--- config.mk ---
export PLATFORM = sky130hd
export DESIGN_NAME = arp_cache_and_responder_top
export DESIGN_NICKNAME = d
export VERILOG_FILES = /design/src/sv/arpc_pkg.sv /design/src/sv/arpc_ctrl.sv /design/src/sv/arpc_datapath.sv /design/src/sv/arp_cache_and_responder_top.sv
export VERILOG_INCLUDE_DIRS = /design/src /design/src/sv
export SDC_FILE = /design/constraint.sdc
export NUM_CORES = 2
export LEC_CHECK = 0
export BUFFER_PORTS_ARGS = -buffer_cell sky130_fd_sc_hd__buf_2
export CORE_MARGIN = 2
export CORE_UTILIZATION = 50
export DETAILED_ROUTE_END_ITERATION = 7
export PLACE_DENSITY = 0.71
export REMOVE_ABC_BUFFERS = 1
export SETUP_SLACK_MARGIN = 0.05
export SLEW_MARGIN = 20
export SYNTH_ARGS = -nofsm -noshare
export SYNTH_HDL_FRONTEND = slang
export SYNTH_SLANG_ARGS = --single-unit
--- constraint.sdc ---
create_clock -name i_clk -period 12.2 [get_ports i_clk]
set_clock_uncertainty 0.2 [all_clocks]
set_input_delay 2.44 -clock i_clk [delete_from_list [all_inputs] [get_ports i_clk]]
set_output_delay 2.44 -clock i_clk [all_outputs]
set_load 0.02 [all_outputs]
--- src/sv/arp_cache_and_responder_top_defines.svh ---
`ifndef ARP_CACHE_AND_RESPONDER_TOP_DEFINES_SVH
`define ARP_CACHE_AND_RESPONDER_TOP_DEFINES_SVH

// Same-cycle implication, checked outside reset.
`define ARPC_ASSERT_NOW(label, clk, rst_n, ante, cons, msg) \
    label: assert property (@(posedge clk) disable iff (!rst_n) (ante) |-> (cons)) \
        else $error(msg);

// Next-cycle implication, checked outside reset.
`define ARPC_ASSERT_NEXT(label, clk, rst_n, ante, cons, msg) \
    label: assert property (@(posedge clk) disable iff (!rst_n) (ante) |=> (cons)) \
        else $error(msg);

`endif

--- src/sv/arpc_pkg.sv ---
`default_nettype none

package arpc_pkg;

    localparam int ENTRIES = 16;
    localparam int IDX_W   = (ENTRIES > 1) ? $clog2(ENTRIES) : 1;
    localparam int CNT_W   = $clog2(ENTRIES + 1);

    localparam int IP_W     = 32;
    localparam int MAC_W    = 48;
    localparam int OP_W     = 16;
    localparam int ACT_W    = 3;

    // input word: lookup_ip, opcode, src_ip, src_mac, dst_ip
    localparam int IN_TDATA_W  = IP_W + OP_W + IP_W + MAC_W + IP_W;
    // result word: result_mac, result_ip
    localparam int OUT_TDATA_W = MAC_W + IP_W;

    localparam int APB_ADDR_W = 3;
    localparam int APB_DATA_W = 32;
    localparam logic REG_IDX_OWN_IP = 1'b0;

    localparam logic [OP_W-1:0] OP_REQUEST = 16'd1;
    localparam logic [OP_W-1:0] OP_REPLY   = 16'd2;

    typedef enum logic [ACT_W-1:0] {
        ACT_NONE    = 3'd0,
        ACT_HIT     = 3'd1,
        ACT_REQ     = 3'd2,
        ACT_REPLY   = 3'd3,
        ACT_STORED  = 3'd4,
        ACT_DROPPED = 3'd5
    } t_action;

    typedef enum logic [1:0] {
        S_IDLE,
        S_DECODE,
        S_SCAN,
        S_OUT
    } t_state;

    typedef struct packed {
        logic    load;
        logic    scan_start;
        logic    step;
        logic    set_res;
        t_action res_act;
        logic    append;
        logic    push;
    } t_dp_cmd;

    typedef struct packed {
        logic             kind;
        logic             op_req;
        logic             op_rep;
        logic             own_hit;
        logic             full;
        logic             match;
        logic             more;
        logic             out_free;
        logic [CNT_W-1:0] cnt;
    } t_dp_stat;

endpackage

`default_nettype wire

--- src/sv/arpc_ctrl.sv ---
`default_nettype none

module arpc_ctrl
    import arpc_pkg::*;
(
    input  wire logic     i_clk,
    input  wire logic     i_rst_n,
    input  wire logic     i_s_tvalid,
    output logic          o_s_tready,
    input  wire t_dp_stat i_stat,
    output t_dp_cmd       o_cmd
);

    t_state r_state;
    t_state n_state;

    always_ff @(posedge i_clk) begin
        if (!i_rst_n) begin
            r_state <= S_IDLE;
        end else begin
            r_state <= n_state;
        end
    end

    always_comb begin
        n_state    = r_state;
        o_s_tready = 1'b0;
        o_cmd      = '0;
        o_cmd.res_act = ACT_NONE;
        unique case (r_state)
            S_IDLE: begin
                o_s_tready = 1'b1;
                if (i_s_tvalid) begin
                    o_cmd.load = 1'b1;
                    n_state    = S_DECODE;
                end
            end
            S_DECODE: begin
                if (!i_stat.kind) begin
                    o_cmd.scan_start = 1'b1;
                    n_state          = S_SCAN;
                end else begin
                    o_cmd.set_res = 1'b1;
                    n_state       = S_OUT;
                    if (i_stat.op_req) begin
                        o_cmd.res_act = i_stat.own_hit ? ACT_REPLY : ACT_NONE;
                    end else if (i_stat.op_rep) begin
                        if (i_stat.full) begin
                            o_cmd.res_act = ACT_DROPPED;
                        end else begin
                            o_cmd.append  = 1'b1;
                            o_cmd.res_act = ACT_STORED;
                        end
                    end
                end
            end
            S_SCAN: begin
                // compare the entry read last cycle while fetching the next one
                if (i_stat.match) begin
                    o_cmd.set_res = 1'b1;
                    o_cmd.res_act = ACT_HIT;
                    n_state       = S_OUT;
                end else if (i_stat.more) begin
                    o_cmd.step = 1'b1;
                end else begin
                    o_cmd.set_res = 1'b1;
                    o_cmd.res_act = ACT_REQ;
                    n_state       = S_OUT;
                end
            end
            S_OUT: begin
                if (i_stat.out_free) begin
                    o_cmd.push = 1'b1;
                    n_state    = S_IDLE;
                end
            end
            default: begin
                n_state = S_IDLE;
            end
        endcase
    end

endmodule

`default_nettype wire

--- src/sv/arpc_datapath.sv ---
`default_nettype none

module arpc_datapath
    import arpc_pkg::*;
(
    input  wire logic                    i_clk,
    input  wire logic                    i_rst_n,
    input  wire t_dp_cmd                 i_cmd,
    output t_dp_stat                     o_stat,
    // lookup_ip, opcode, src_ip, src_mac, dst_ip (from bit 0 up)
    input  wire logic [IN_TDATA_W-1:0]   i_tdata,
    // kind
    input  wire logic                    i_tuser,
    input  wire logic                    i_cfg_we,
    input  wire logic [IP_W-1:0]         i_cfg_data,
    output logic [IP_W-1:0]              o_own_ip,
    input  wire logic                    i_m_tready,
    output logic                         o_m_tvalid,
    // result_mac, result_ip (from bit 0 up)
    output logic [OUT_TDATA_W-1:0]       o_m_tdata,
    // action
    output logic [ACT_W-1:0]             o_m_tuser
);

    logic [IP_W-1:0]  r_own_ip;

    logic             r_kind;
    logic [IP_W-1:0]  r_lip;
    logic [OP_W-1:0]  r_op;
    logic [IP_W-1:0]  r_sip;
    logic [MAC_W-1:0] r_smac;
    logic [IP_W-1:0]  r_tip;

    logic [IP_W-1:0]  mem_ip  [ENTRIES];
    logic [MAC_W-1:0] mem_mac [ENTRIES];
    logic [IP_W-1:0]  r_rd_ip;
    logic [MAC_W-1:0] r_rd_mac;
    logic [CNT_W-1:0] r_rd_idx;
    logic             r_cmp_valid;
    logic [CNT_W-1:0] r_count;

    t_action          r_res_act;
    logic [MAC_W-1:0] r_res_mac;
    logic [IP_W-1:0]  r_res_ip;
    logic [MAC_W-1:0] n_res_mac;
    logic [IP_W-1:0]  n_res_ip;

    logic             r_out_valid;
    logic [ACT_W-1:0] r_out_act;
    logic [MAC_W-1:0] r_out_mac;
    logic [IP_W-1:0]  r_out_ip;

    always_ff @(posedge i_clk) begin
        if (!i_rst_n) begin
            r_own_ip <= '0;
        end else if (i_cfg_we) begin
            r_own_ip <= i_cfg_data;
        end
    end

    always_ff @(posedge i_clk) begin
        if (i_cmd.load) begin
            r_kind <= i_tuser;
            r_lip  <= i_tdata[IP_W-1:0];
            r_op   <= i_tdata[IP_W +: OP_W];
            r_sip  <= i_tdata[IP_W+OP_W +: IP_W];
            r_smac <= i_tdata[2*IP_W+OP_W +: MAC_W];
            r_tip  <= i_tdata[2*IP_W+OP_W+MAC_W +: IP_W];
        end
    end

    // table memory: append-only write, one registered read per cycle
    always_ff @(posedge i_clk) begin
        if (i_cmd.append) begin
            mem_ip[r_count[IDX_W-1:0]]  <= r_sip;
            mem_mac[r_count[IDX_W-1:0]] <= r_smac;
        end
        if (i_cmd.step) begin
            r_rd_ip  <= mem_ip[r_rd_idx[IDX_W-1:0]];
            r_rd_mac <= mem_mac[r_rd_idx[IDX_W-1:0]];
        end
    end

    always_ff @(posedge i_clk) begin
        if (!i_rst_n) begin
            r_count     <= '0;
            r_rd_idx    <= '0;
            r_cmp_valid <= 1'b0;
        end else begin
            if (i_cmd.append) begin
                r_count <= r_count + CNT_W'(1);
            end
            if (i_cmd.scan_start) begin
                r_rd_idx <= '0;
            end else if (i_cmd.step) begin
                r_rd_idx <= r_rd_idx + CNT_W'(1);
            end
            r_cmp_valid <= i_cmd.step;
        end
    end

    always_comb begin
        n_res_mac = '0;
        n_res_ip  = '0;
        case (i_cmd.res_act)
            ACT_HIT: begin
                n_res_mac = r_rd_mac;
            end
            ACT_REQ: begin
                n_res_ip = r_lip;
            end
            ACT_REPLY: begin
                n_res_mac = r_smac;
                n_res_ip  = r_sip;
            end
            default: begin
                n_res_mac = '0;
                n_res_ip  = '0;
            end
        endcase
    end

    always_ff @(posedge i_clk) begin
        if (i_cmd.set_res) begin
            r_res_act <= i_cmd.res_act;
            r_res_mac <= n_res_mac;
            r_res_ip  <= n_res_ip;
        end
    end

    always_ff @(posedge i_clk) begin
        if (!i_rst_n) begin
            r_out_valid <= 1'b0;
        end else if (i_cmd.push) begin
            r_out_valid <= 1'b1;
        end else if (i_m_tready) begin
            r_out_valid <= 1'b0;
        end
    end

    always_ff @(posedge i_clk) begin
        if (i_cmd.push) begin
            r_out_act <= r_res_act;
            r_out_mac <= r_res_mac;
            r_out_ip  <= r_res_ip;
        end
    end

    always_comb begin
        o_stat          = '0;
        o_stat.kind     = r_kind;
        o_stat.op_req   = (r_op == OP_REQUEST);
        o_stat.op_rep   = (r_op == OP_REPLY);
        o_stat.own_hit  = (r_tip == r_own_ip);
        o_stat.full     = (r_count == CNT_W'(ENTRIES));
        o_stat.match    = r_cmp_valid && (r_rd_ip == r_lip);
        o_stat.more     = (r_rd_idx < r_count);
        o_stat.out_free = !r_out_valid || i_m_tready;
        o_stat.cnt      = r_count;
    end

    assign o_own_ip   = r_own_ip;
    assign o_m_tvalid = r_out_valid;
    assign o_m_tdata  = {r_out_ip, r_out_mac};
    assign o_m_tuser  = r_out_act;

endmodule

`default_nettype wire

--- src/sv/arp_cache_and_responder_top.sv ---
// Sequence: a packet word is decoded, its result registered, then pushed to the
//   output register; a lookup reads one table entry per cycle up to a hit or the end.
// Flow: one word at a time; a new word is taken once the previous one has
//   reached the output register; the push waits while that register is held.
// Reset (synchronous, active low): table empty, own_ip zero, no result pending.
`default_nettype none
`include "arp_cache_and_responder_top_defines.svh"

module arp_cache_and_responder_top
    import arpc_pkg::*;
(
    input  wire logic                    i_clk,
    input  wire logic                    i_rst_n,
    input  wire logic                    s_axis_tvalid,
    output logic                         s_axis_tready,
    // lookup_ip, opcode, src_ip, src_mac, dst_ip (from bit 0 up)
    input  wire logic [IN_TDATA_W-1:0]   s_axis_tdata,
    // kind
    input  wire logic                    s_axis_tuser,
    output logic                         m_axis_tvalid,
    input  wire logic                    m_axis_tready,
    // result_mac, result_ip (from bit 0 up)
    output logic [OUT_TDATA_W-1:0]       m_axis_tdata,
    // action
    output logic [ACT_W-1:0]             m_axis_tuser,
    input  wire logic                    psel,
    input  wire logic                    penable,
    input  wire logic                    pwrite,
    input  wire logic [APB_ADDR_W-1:0]   paddr,
    input  wire logic [APB_DATA_W-1:0]   pwdata,
    output logic [APB_DATA_W-1:0]        prdata,
    output logic                         pready
);

    t_dp_cmd         cmd;
    t_dp_stat        stat;
    logic            cfg_we;
    logic [IP_W-1:0] own_ip;

    assign pready = 1'b1;
    assign cfg_we = psel && penable && pwrite && pready
                    && (paddr[APB_ADDR_W-1] == REG_IDX_OWN_IP);
    assign prdata = (paddr[APB_ADDR_W-1] == REG_IDX_OWN_IP) ? own_ip : '0;

    arpc_ctrl u_ctrl (
        .i_clk      (i_clk),
        .i_rst_n    (i_rst_n),
        .i_s_tvalid (s_axis_tvalid),
        .o_s_tready (s_axis_tready),
        .i_stat     (stat),
        .o_cmd      (cmd)
    );

    arpc_datapath u_dp (
        .i_clk      (i_clk),
        .i_rst_n    (i_rst_n),
        .i_cmd      (cmd),
        .o_stat     (stat),
        .i_tdata    (s_axis_tdata),
        .i_tuser    (s_axis_tuser),
        .i_cfg_we   (cfg_we),
        .i_cfg_data (pwdata),
        .o_own_ip   (own_ip),
        .i_m_tready (m_axis_tready),
        .o_m_tvalid (m_axis_tvalid),
        .o_m_tdata  (m_axis_tdata),
        .o_m_tuser  (m_axis_tuser)
    );

    `ARPC_ASSERT_NEXT(a_one_word_in_flight, i_clk, i_rst_n, s_axis_tvalid && s_axis_tready, !s_axis_tready, "new word accepted while one is in flight")
    `ARPC_ASSERT_NOW(a_count_bounded, i_clk, i_rst_n, 1'b1, stat.cnt <= CNT_W'(ENTRIES), "entry count exceeds table size")
    `ARPC_ASSERT_NOW(a_hit_has_no_ip, i_clk, i_rst_n, m_axis_tvalid && (m_axis_tuser == ACT_HIT), m_axis_tdata[OUT_TDATA_W-1:MAC_W] == '0, "hit result carries an ip")
    `ARPC_ASSERT_NOW(a_append_has_room, i_clk, i_rst_n, cmd.append, !stat.full, "append into a full table")

endmodule

`default_nettype wire

---- After elaboration in Yosys (flattened, before gate mapping) ----
Memories as Yosys holds them, arrays and structs flattened. A register that Yosys moved wholly into a read port is not among the register bits.
Index checks and enable logic that the tools add are counted.
storage, ports and cells
  register bits after elaboration ......... 373
  memory bits (writable) .................. 1280
  logic and storage cells ................. 83
  memories ................................ 2
cells by class
  add/sub/neg operators ................... 2
  order comparisons ....................... 1
  eq/ne operators ......................... 14
  multiplexer cells ....................... 34
  bitwise gates (word level) .............. 2
  reduce and logical (&&, ||, !) cells .... 10
memory list
  name          words  bits a word  read ports  clocked after memory_dff  wr ports  RTL line             source
  u_dp.mem_mac  16     48           1           1                         1         arpc_datapath.sv:35  logic [MAC_W-1:0] mem_mac [ENTRIES];
  u_dp.mem_ip   16     32           1           1                         1         arpc_datapath.sv:34  logic [IP_W-1:0] mem_ip [ENTRIES];
operators with widths
  operator                                                                count
  48-bit one-hot mux with 2 select lines                                  1
  32-bit equality test                                                    2
  32-bit one-hot mux with 2 select lines                                  1
  32-bit 2-to-1 mux                                                       1
  1-bit 2-to-1 mux                                                        19
  16-bit by 1-bit equality test with 1-bit output, second input constant  1
  16-bit by 2-bit equality test with 1-bit output, second input constant  1
  4-bit 2-to-1 mux                                                        3
  5-bit by 1-bit adder with 5-bit output, second input constant           2
  2-bit 2-to-1 mux                                                        5
  2-bit one-hot mux with 4 select lines                                   1
  4-bit one-hot mux with 2 select lines                                   1
  3-bit by 2-bit equality test with 1-bit output, second input constant   2
  5-bit equality test, second input constant                              1
  5-bit less-than comparator                                              1
  5-bit 2-to-1 mux                                                        1
  2-bit equality test, second input constant                              2
  1-bit logical AND                                                       4
  2-bit != test, second input constant                                    2
  3-bit by 1-bit equality test with 1-bit output, second input constant   1
  3-bit 2-to-1 mux                                                        1
  3-bit != test, second input constant                                    1
  3-bit AND reduction                                                     1
  2-bit by 1-bit equality test with 1-bit output, second input constant   1
  other kinds (6)                                                         7

---- Longest topological paths before layout ----
  word-level depth ........................ 8
  depth in mapped cells ................... 10
  depth with buffers taken out ............ 8

---- Cells and area by module ----
Synthesis repeated with hierarchy kept, for this count alone.
second synthesis, totals
  cell total of the unflattened synthesis .. 2819
  area, all modules ....................... 63972.6 µm²
modules (own cells, without submodules)
  module                       instances  cells an instance  area each (µm²)  sequential area each (µm²)
  arpc_datapath                1          2742               63413.3          51539.4
  arpc_ctrl                    1          39                 315.3            40.0
  arp_cache_and_responder_top  1          38                 244.0            0.0

---- Worst setup path before layout ----
Ideal clock, no wire load.
  path type ............................... register to register
  start point ............................. register u_dp.r_count[2]
  end point ............................... register u_dp.r_res_act[0], enable pin
  data arrival time ....................... 7.588 ns
  required time ........................... 11.349 ns
  setup slack ............................. 3.761 ns
  cell stages (with the launch flop) ...... 9
  buffers on the path ..................... 2
  path through ............................ dfxtp_1 > clkbuf_1 > inv_1 > ha_1 > o2111ai_1 > nand2_1 > clkbuf_1 > o21ai_0 > a21boi_0
RTL lines
  item                    RTL line              source
  from (decl)             arpc_datapath.sv:40   logic [CNT_W-1:0] r_count;
  from (signal assigned)  arpc_datapath.sv:91   r_count <= r_count + CNT_W'(1);
  to (signal assigned)    arpc_datapath.sv:125  r_res_act <= i_cmd.res_act;
  to (decl)               arpc_datapath.sv:42   t_action r_res_act;

---- Final worst setup path ----
  start point ............................. input port paddr[2]
  end point ............................... output port prdata[12]
between the ends
  cells in the longest elaborated chain, start to end .. 1
ends and longest elaborated chain
  item               RTL line                           source
  from (decl)        arp_cache_and_responder_top.sv:29  input wire logic [APB_ADDR_W-1:0] paddr,
  32-bit 2-to-1 mux  arp_cache_and_responder_top.sv:43  assign prdata = (paddr[APB_ADDR_W-1] == REG_IDX_OWN_IP) ? own_ip : '0;
  to (decl)          arp_cache_and_responder_top.sv:31  output logic [APB_DATA_W-1:0] prdata,
Every way passes these cells.

==> impl_metrics.csv <==
group,metric,value,unit
logic_synthesis,yosysTopAreaCell,"edfxtp_1",
final_layout,nets,3398,
critical_path,worst-endpoint-arrival,3260,ps
logic_synthesis,syn_inst,2768,
logic_synthesis,yosys.area.top_type_share,78.64,%
placement,pre_cts_ws,6296,ps
run,drv_cap,0,
timing,slew-limit-headroom,23.54,%
placement,port_buffers,317,
timing,post-route-period-util,48.32,%
final_layout,syn_to_final_growth,13.94,%
routing,wire_per_inst,30.19,um
timing,whs,208.6,ps
power_and_ir_drop,leakage,22.97,nW
final_layout,finalNonFillerCells,4979,
logic_synthesis,synth_edf_count,1687,
routing,drt-pass1-iter-count,5,
routing,via_per_inst,6.117,
critical_path,crit_chain,"buf_2 -> nor2b_1 -> buf_2",
logic_synthesis,ys_ff_latch,1733,
global_routing,grt_use_total,22.93,%
logic_synthesis,yosys_warnings,0,
clock_network,ctsHoldBuffers,0,
die,rows,131,
timing,slew_viol_final,0,
clock_network,cts_tree,"built",
final_layout,drive_above_1_share,31.37,%
placement,routabilityCongestion,0.8646,
clock_network,cts-root-buf,"clkbuf_16",
global_routing,grt.met3_usage,6.154,%
global_routing,busiest_layer,"met2",
final_layout,final_core_util,57.48,%
status,outcome,"completed",
timing,hold_violations,0,
global_routing,grt_pass1_vias,31640,
die,die_w,362.9,um
critical_path,critPathKind,"input pin to output pin",
power_and_ir_drop,vdd_drop_max,0.0001502,V
clock_network,clockBufferDepth,3,
die,die_area,131700,um2
power_and_ir_drop,power_density,171.2,nW/um2
timing,fmax,0.1696,GHz
routing,vias,30456,
global_routing,grt_pass1_wl,216400,um
clock_network,cts_buffers,172,
timing,fin_ws,6305,ps
clock_network,clk_latency,790,ps
routing,ant_nets,0,
critical_path,crit_top_cell,"buf_2",
logic_synthesis,synth.area.top_cells,"edfxtp_1 79%, mux4_2 14%, dfxtp_1 1.4%",
global_routing,grt_use_met1,31.57,%
critical_path,cp_data_required_time,9560,ps
critical_path,critPathMaxFanout,34,
timing,finalCriticalPeriod,5895,ps
logic_synthesis,avgSynthCellArea,23.27,um2
placement,place_hpwl,76590,um
die,die_y,362.9,um
critical_path,crit_family,"buffers and inverters",
critical_path,start_kind,"input pin",
routing,wirelength,150300,um
logic_synthesis,synth-main-ff-cell,"edfxtp_1",
global_routing,grt_max_degree,81,
critical_path,end_kind,"output pin",
clock_network,cts_resized,0,
logic_synthesis,synth.yosys.seq_area_share,80.07,%
critical_path,max_stage_delay,490,ps
die,initial_utilization,50.45,%
critical_path,critPathBufInv,2,
routing,drc,0,
global_routing,antenna_found_initial,16,
logic_synthesis,ys_types,52,
clock_network,cts_max_level,4,
critical_path,cp_slowest_cell,"buf_2",
timing,rsz0062_at_grt,"false",
global_routing,grt_overflow,0,
clock_network,cts.sink_count,1733,
routing,first_iter_violations,4025,
placement,numPlacedInstances,4670,
timing,max_slew.worst_pin.slew,1136,ps
min_path,min_path_type,"register to register",
clock_network,post_cts_buffers,0,
global_routing,grt_util_met2,36.22,%
timing,setup_viol,0,
logic_synthesis,async_flop_share,0,%
logic_synthesis,syn_area,64420,um2
die,core-area,127700,um2
die,io_pins,321,
clock_network,clkTransAtPathRegs,60,ps
[flip-flops by register name (all words and copies together), names as in the netlist, 48 cells and up]
name / count
u_dp.r_smac: 48
u_dp.r_out_mac: 48
u_dp.mem_ip: 512
u_dp.mem_mac: 768
u_dp.r_rd_mac: 48
u_dp.r_res_mac: 48
[routing by layer]
| metal | routed length, um | share of wire, % |
|---|---|---|
| met4 | 3909 | 2.6 |
| met5 | 132 | 0.088 |
| met2 | 71740 | 48 |
| met3 | 14490 | 9.6 |
| met1 | 60030 | 40 |
[layout by cell type (no fill, tap or decap), types with 33 or more instances in the layout]
cell,n
dfxtp_1,42
edfxtp_1,1687
clkbuf_16,176
a22o_1,48
clkinv_1,44
mux4_2,400
xnor2_1,35
nand2_1,79
clkbuf_1,36
nand3_1,36
a21oi_1,41
buf_4,51
nor2b_1,36
buf_2,317
a21boi_0,33
o21ai_0,39
[through the flow]
step	instance area, um2	power, W	TNS (ps)
after floorplan	63860	0.007464	-1225430
after global placement	68150	0.007689	0
after detailed placement	68150	0.007738	0
after CTS	73380	0.01266	0
after global routing	73390	0.01295	0
final	73400	0.01256	0
[area by class of cell]
cell class	instances	area (um2)
Sequential cell	1733	51590
Clock inverter	94	679.4
Timing Repair Buffer	373	2043
Multi-Input combinational cell	889	12390
Tap cell	1662	2079
Clock buffer	213	4553
Antenna cell	2	5.005
Fill cell	8971	54290
Inverter	13	48.80
[cell families after synthesis]
| group | share of synthesized area [%] |
|---|---|
| buffers and inverters | 0.9478 |
| adder cells (fa/ha/maj) | 0.2525 |
| XOR/XNOR | 0.8837 |
| other | 0.005821 |
| multiplexers | 14.02 |
| AO/OA/AOI/OAI | 1.870 |
| AND/OR/NAND/NOR | 1.956 |
| flip-flops | 80.07 |
[power by group]
part	leakage [nW]	internal (W)	total, W	switching, W
sequential	15.7	0.00695	0.00723	0.000276
combinational	4.74	0.0000976	0.000382	0.000284
clock	2.55	0.00279	0.00495	0.00216
[synth_stat cells, drive strengths merged, types with 14 or more instances]
cell    number
clkbuf      92
xor2        30
xnor2       35
dfxtp       46
nor2b       37
nand3       36
nor2        14
nand4       15
nand2       79
a22o        48
o21ai       39
buf         41
edfxtp    1687
a21boi      34
mux4       400
a21oi       41
[worst paths after layout]
kind	start	to	slack, ps	depth (start not counted)
max	paddr[2]	prdata[12]	6300	3
min	u_dp.r_res_ip[19]	u_dp.r_out_ip[19]	210	0
max reg2reg	u_ctrl.r_state[1]	u_dp.mem_mac[1][6]	7130	9
min reg2reg	u_dp.r_res_ip[19]	u_dp.r_out_ip[19]	210	0
Note: power is estimated with default switching activity, not from simulation.
